File: src/sv/trv_pkg.sv
package trv_pkg;

  localparam int LenA          = 93;
  localparam int LenB          = 84;
  localparam int LenC          = 111;
  localparam int KeyW          = 80;
  localparam int CfgLowW       = 64;
  localparam int CfgHighW      = KeyW - CfgLowW;
  localparam int CfgIdxW       = 2;
  localparam int ByteW         = 8;
  localparam int WarmupSteps   = 1152;
  localparam int WarmupCycles  = WarmupSteps / ByteW;
  localparam int WarmCntW      = $clog2(WarmupCycles + 1);

  typedef enum logic [CfgIdxW-1:0] {
    RegKeyLow  = 2'd0,
    RegKeyHigh = 2'd1,
    RegIvLow   = 2'd2,
    RegIvHigh  = 2'd3
  } cfg_reg_e;

  typedef enum logic {
    OpInit = 1'b0,
    OpData = 1'b1
  } op_e;

  typedef struct packed {
    logic [LenA-1:0] a;
    logic [LenB-1:0] b;
    logic [LenC-1:0] c;
  } trv_state_t;

  typedef struct packed {
    trv_state_t       st;
    logic [ByteW-1:0] ks;
  } trv_step_t;

  typedef struct packed {
    logic load;
    logic advance;
  } trv_ctrl_t;

  // Eight bit steps; earliest keystream bit lands in bit 0.
  function automatic trv_step_t trv_step8(trv_state_t s);
    trv_state_t cur;
    trv_step_t  r;
    logic       t1, t2, t3;
    cur = s;
    r.ks = '0;
    for (int k = 0; k < ByteW; k++) begin
      t1 = cur.a[65] ^ cur.a[92];
      t2 = cur.b[68] ^ cur.b[83];
      t3 = cur.c[65] ^ cur.c[110];
      r.ks[k] = t1 ^ t2 ^ t3;
      t1 = t1 ^ (cur.a[90] & cur.a[91]) ^ cur.b[77];
      t2 = t2 ^ (cur.b[81] & cur.b[82]) ^ cur.c[86];
      t3 = t3 ^ (cur.c[108] & cur.c[109]) ^ cur.a[68];
      cur.a = {cur.a[LenA-2:0], t3};
      cur.b = {cur.b[LenB-2:0], t1};
      cur.c = {cur.c[LenC-2:0], t2};
    end
    r.st = cur;
    return r;
  endfunction

  function automatic trv_state_t trv_load(logic [KeyW-1:0] key, logic [KeyW-1:0] iv);
    trv_state_t s;
    s.a = {{(LenA-KeyW){1'b0}}, key};
    s.b = {{(LenB-KeyW){1'b0}}, iv};
    s.c = {3'b111, {(LenC-3){1'b0}}};
    return s;
  endfunction

endpackage

File: src/sv/trv_state.sv
module trv_state (
  input  logic                       clk_i,
  input  logic                       rst_ni,
  input  trv_pkg::trv_ctrl_t         ctrl_i,
  input  logic [trv_pkg::KeyW-1:0]   key_i,
  input  logic [trv_pkg::KeyW-1:0]   iv_i,
  output logic                       busy_o,
  output logic [trv_pkg::ByteW-1:0]  ks_o
);
  import trv_pkg::*;

  trv_state_t            state_q, state_d;
  logic [WarmCntW-1:0]   cnt_q, cnt_d;
  trv_step_t             step;

  assign step   = trv_step8(state_q);
  assign ks_o   = step.ks;
  assign busy_o = (cnt_q != '0);

  always_comb begin
    state_d = state_q;
    cnt_d   = cnt_q;
    priority if (ctrl_i.load) begin
      state_d = trv_load(key_i, iv_i);
      cnt_d   = WarmCntW'(WarmupCycles);
    end else if (busy_o) begin
      state_d = step.st;
      cnt_d   = cnt_q - 1'b1;
    end else if (ctrl_i.advance) begin
      state_d = step.st;
    end else begin
      state_d = state_q;
      cnt_d   = cnt_q;
    end
  end

  always_ff @(posedge clk_i or negedge rst_ni) begin
    if (!rst_ni) begin
      state_q <= '0;
      cnt_q   <= '0;
    end else begin
      state_q <= state_d;
      cnt_q   <= cnt_d;
    end
  end

endmodule

File: src/sv/trivium_keystream_byte_top.sv
// Trivium keystream generator, one byte per beat. Write the 80-bit key and IV through the
// config port (index 0..3: key low 64, key high 16, IV low 64, IV high 16), then send an
// init beat (tuser = 0): it loads the state and runs the 1152 warm-up steps at eight steps
// per clock, so s_axis_tready stays low during the warm-up and no result beat is produced.
// Each data beat (tuser = 1) advances eight steps and returns {data ^ keystream, keystream}
// in the next cycle; data beats are accepted every cycle while the output register drains.
// Config values take effect at the next init beat. Before any init the keystream is zero.
module trivium_keystream_byte_top (
  input  logic                          clk_i,
  input  logic                          rst_ni,
  input  logic                          s_axis_tvalid_i,
  output logic                          s_axis_tready_o,
  input  logic [7:0]                    s_axis_tdata_i,   // [7:0] data_byte
  input  logic [0:0]                    s_axis_tuser_i,   // [0] operation
  output logic                          m_axis_tvalid_o,
  input  logic                          m_axis_tready_i,
  output logic [15:0]                   m_axis_tdata_o,   // [7:0] keystream_byte, [15:8] result_byte
  input  logic                          cfg_valid_i,
  output logic                          cfg_ready_o,
  input  logic [trv_pkg::CfgIdxW-1:0]   cfg_index_i,
  input  logic [trv_pkg::CfgLowW-1:0]   cfg_data_i
);
  import trv_pkg::*;

  logic [CfgLowW-1:0]   key_low_q, iv_low_q;
  logic [CfgHighW-1:0]  key_high_q, iv_high_q;
  trv_ctrl_t            ctrl;
  logic                 busy;
  logic [ByteW-1:0]     ks;
  logic                 accept;
  op_e                  op;
  logic                 out_valid_q;
  logic [2*ByteW-1:0]   out_data_q;

  assign cfg_ready_o = 1'b1;

  always_ff @(posedge clk_i or negedge rst_ni) begin
    if (!rst_ni) begin
      key_low_q  <= '0;
      key_high_q <= '0;
      iv_low_q   <= '0;
      iv_high_q  <= '0;
    end else if (cfg_valid_i) begin
      unique case (cfg_reg_e'(cfg_index_i))
        RegKeyLow:  key_low_q  <= cfg_data_i;
        RegKeyHigh: key_high_q <= cfg_data_i[CfgHighW-1:0];
        RegIvLow:   iv_low_q   <= cfg_data_i;
        RegIvHigh:  iv_high_q  <= cfg_data_i[CfgHighW-1:0];
      endcase
    end
  end

  assign op              = op_e'(s_axis_tuser_i[0]);
  assign s_axis_tready_o = !busy && (!out_valid_q || m_axis_tready_i);
  assign accept          = s_axis_tvalid_i && s_axis_tready_o;
  assign ctrl.load       = accept && (op == OpInit);
  assign ctrl.advance    = accept && (op == OpData);

  trv_state u_state (
    .clk_i  (clk_i),
    .rst_ni (rst_ni),
    .ctrl_i (ctrl),
    .key_i  ({key_high_q, key_low_q}),
    .iv_i   ({iv_high_q, iv_low_q}),
    .busy_o (busy),
    .ks_o   (ks)
  );

  always_ff @(posedge clk_i or negedge rst_ni) begin
    if (!rst_ni) begin
      out_valid_q <= 1'b0;
    end else if (ctrl.advance) begin
      out_valid_q <= 1'b1;
    end else if (m_axis_tready_i) begin
      out_valid_q <= 1'b0;
    end
  end

  always_ff @(posedge clk_i) begin
    if (ctrl.advance) begin
      out_data_q <= {s_axis_tdata_i ^ ks, ks};
    end
  end

  assign m_axis_tvalid_o = out_valid_q;
  assign m_axis_tdata_o  = out_data_q;

endmodule

File: config.mk
export PLATFORM = sky130hd
export DESIGN_NAME = trivium_keystream_byte_top
export DESIGN_NICKNAME = d
export VERILOG_FILES = /design/src/sv/trv_pkg.sv /design/src/sv/trv_state.sv /design/src/sv/trivium_keystream_byte_top.sv
export SDC_FILE = /design/constraint.sdc
export NUM_CORES = 1
export LEC_CHECK = 0
export BUFFER_PORTS_ARGS = -buffer_cell sky130_fd_sc_hd__buf_4
export CORE_ASPECT_RATIO = 1.1
export CORE_MARGIN = 10
export CORE_UTILIZATION = 45
export CTS_BUF_LIST = sky130_fd_sc_hd__clkbuf_16
export CTS_CLUSTER_DIAMETER = 80
export CTS_CLUSTER_SIZE = 16
export DETAILED_ROUTE_END_ITERATION = 10
export PLACE_DENSITY_LB_ADDON = 0.12
export SKIP_CTS_REPAIR_TIMING = 1
export SLEW_MARGIN = 20
export SYNTH_ARGS = -nofsm -noshare
export SYNTH_HDL_FRONTEND = slang
export SYNTH_HIERARCHICAL = 1
export SYNTH_SLANG_ARGS = --single-unit
File: constraint.sdc
create_clock -name clk_i -period 5.75 [get_ports clk_i]
set_input_delay 0.575 -clock clk_i [delete_from_list [all_inputs] [get_ports clk_i]]
set_output_delay 0.575 -clock clk_i [all_outputs]
set_load 0.02 [all_outputs]
==> summary.md <==
| Metric | Value |
|---|---|
| 1st-iter DRT viols | `1487` |
| Core Rows | `84` |
| CP Data Required Time | `6.13 ns` |
| CTS tree | `built` |
| Cell family with most CP delay | `simple AND/OR/NAND/NOR gates` |
| Initial antenna violation count | `2` |
| Post-Syn Instances | `1946` |
| Slew @ Worst Pin | `1.01 ns` |
| Period utilization | `66.5%` |
| WL/cell | `22.5 um` |
| Top cell type by total area after synthesis | `dfrtp_1` |
| Critical path type | `reg2reg` |
| Clock-pin slew on the worst setup and hold paths | `0.07 ns` |
| RSZ-0062 raised after global routing | `false` |
| Final min period | `3.82 ns` |
| PortBufs | `97` |
| Post-synth EDFFs | `16` |
| Layout cells sized above 1 | `17.3%` |
| Mapped Area | `21600 um^2` |
| Ranking of synthesized cells by area | `dfrtp_1 53%, mux2_2 8.1%, nand3_1 6.0%` |
| GRT Residual Overflow | `0` |
| Syn Area/Cell | `11.1 um^2` |
| Share of the synthesized area in the top cell type | `52.9%` |
| Initial Utilization | `45.3%` |
| Fmax | `262 MHz` |
| Area Growth Syn to Fin | `9.10%` |
| Post-Route M1 WL | `25.9 mm` |
| Worst skew pair latency | `0.56 ns` |
| Die width | `229 um` |
| Hold Slack | `0.0777 ns` |
| Setup TNS Final | `0 ns` |
| HP Class | `in2async` |
| Worst path most repeated cell | `buf_4` |
| Worst-path fanout max | `160` |
| NumNets Final | `2005` |
| Setup crit end kind | `flip-flop` |
| Pins Over Slew Limit | `0` |
| # IOs | `99` |
| DR pass1 iterations | `5` |
| Register area share after synthesis | `55.1%` |
| Vert. Die Dim | `250 um` |
| Gr usage total | `19.9%` |
| Vias per cell | `5.90` |
| CTS sink cnt | `473` |
| Lkg Pwr | `9.70 nW` |
| YS warnings | `6` |
| Maxcap violations | `0` |
| Ys async rst share | `96.6%` |
| Clock buffer depth | `3` |
| Die area | `57300 um^2` |
| Total CTS buffers | `35` |
| Crit path cell chain | `or4_4 -> or3_4 -> nor4bb_4 -> buf_4 -> nor4b_4 -> buf_12 -> a21oi_1 -> buf_4 -> a221oi_1` |
| Gp weighted congestion | `0.814` |
| PwrDens | `548 nW/um^2` |
| Top FF cell, synth | `dfrtp_1` |
| DR WL met2 | `28.1 mm` |
| CP max stage delay | `0.69 ns` |
| Worst setup SP type | `flip-flop` |
| Core area | `47700 um^2` |
| CP Data Arrival Time | `4.20 ns` |
| Worst VDD drop | `0.000277 V` |
| Final hold violations | `0` |
| #FFs+latches synth | `473` |
| First-pass GRT wire length | `91.5 mm` |
| Buffers & Inverters on Critical Path | `3` |
| Status | `complete, no violations` |
| DRC | `0` |
| Vias in the first global route | `15100` |
| H-tree depth | `2` |
| Dpl hpwl | `35.9 mm` |
| Setup Skew | `0.0225 ns` |
| Clock root buffer | `clkbuf_16` |
| Total Routed Length | `58.0 mm` |
| # setup viols final | `0` |
| Largest net degree at the start of global routing | `166` |
| Post-Syn Nets | `2028` |
| Met3 WL | `2.45 mm` |
| Vias | `15200` |
| Antenna viol nets, final | `0` |
| Slowest CP cell | `a21oi_1` |
| Slew margin rel. | `32.9%` |
| Total power | `12.9 mW` |
| Cell variety after synth | `54` |
| Antenna Cells | `0` |
| Top sig layer | `met5` |
cell families (layout without fill, tap and decap cells):
| group | Yosys count | in the layout | synth area share, % |
|---|---|---|---|
| other cells | 1 | 1 | 0.0173 |
| fa+ha+maj | 2 | 2 | 0.116 |
| flops | 473 | 473 | 55.1 |
| simple gates | 553 | 553 | 13.7 |
| compound gates | 473 | 473 | 13.7 |
| mux | 161 | 161 | 8.40 |
| xor+xnor | 72 | 72 | 4.49 |
| buf+inv | 211 | 195 | 4.59 |
layout by cell type, fill, tap and decap left out, drive strengths merged, types with 22 or more instances in the layout:
cell,count
nand3,259
buf,125
a21oi,146
o211a,22
xnor2,32
clkbuf,36
nor2b,106
inv,30
dfrtp,457
nand2,100
o21ai,196
mux2,161
a221o,70
final timing paths:
kind	from	end	slack (ns)	depth (start not counted)
min in group clk_i	cfg_data_i[51]	key_low_q[51]	0.24	2
setup / recovery	u_state/cnt_q[4]	u_state/state_q[117]	1.93	9
max in group asynchronous	rst_ni	iv_low_q[22]	4.26	2
hold reg to reg	key_low_q[33]	u_state/state_q[228]	0.47	2
hold / removal	rst_ni	u_state/cnt_q[3]	0.08	1
setup reg to reg	u_state/cnt_q[4]	u_state/state_q[117]	1.93	9
final cells by class:
| class | instances | area (um^2) |
|---|---|---|
| repair buffers | 125 | 1050 |
| inverters | 26 | 97.6 |
| clock buffers | 36 | 901 |
| multi-input cells | 1262 | 8790 |
| fillers | 4385 | 24100 |
| flip-flops and latches | 473 | 11900 |
| well taps | 645 | 807 |
| clock inverters | 8 | 51.3 |
through the flow:
step	cell area [um^2]	instances	utilization, %	setup slack [ns]
6_report	23600	2575	49.5	1.93
5_1_grt	23600	2575	49.5	1.73
4_1_cts	23600	2575	49.5	1.94
3_5_place_dp	22700	2531	47.5	1.94
3_3_place_gp	22700	2531	47.5	2.08
2_1_floorplan	21600	1946	-	0.926
registers in the layout, indices dropped and copies added, names as in the netlist:
register and cells:
u_state/cnt_q 8, m_axis_tdata_o 16, m_axis_tvalid_o 1, iv_high_q 16, key_low_q 64, u_state/state_q 288, iv_low_q 64, key_high_q 16
power breakdown:
part           internal, mW  leakage, nW  switching (mW)
logic                  2.29         3.71            2.77
clock network          1.13        0.478            1.16
registers              4.77         5.51           0.832
worst register-to-register path, stage by stage, from the launching register on:
cell      delay [ns]
dfrtp_1         0.46
or4_4           0.63
or3_4           0.41
nor4bb_4        0.31
buf_4           0.31
nor4b_4         0.09
buf_12          0.29
a21oi_1         0.77
buf_4           0.29
a221oi_1        0.10
synthesized netlist by cell type (all sizes together) (18+ instances only):
master / n
buf: 36
clkbuf: 149
nand2: 100
nor2b: 106
nand3: 259
nand2b: 19
inv: 25
dfrtp: 457
o211a: 22
a21oi: 146
nor4: 18
xnor2: 32
a221o: 70
o21ai: 196
and4: 18
mux2: 161
routing by layer:
metal / global-route usage, % / vias to the layer above
met1: 26.9 / 7820
met3: 3.18 / 76
met2: 32.3 / 352
li1: - / 6952
met5: 0 / -
met4: 5.85 / 4
Power figures use the tool's default switching activity.
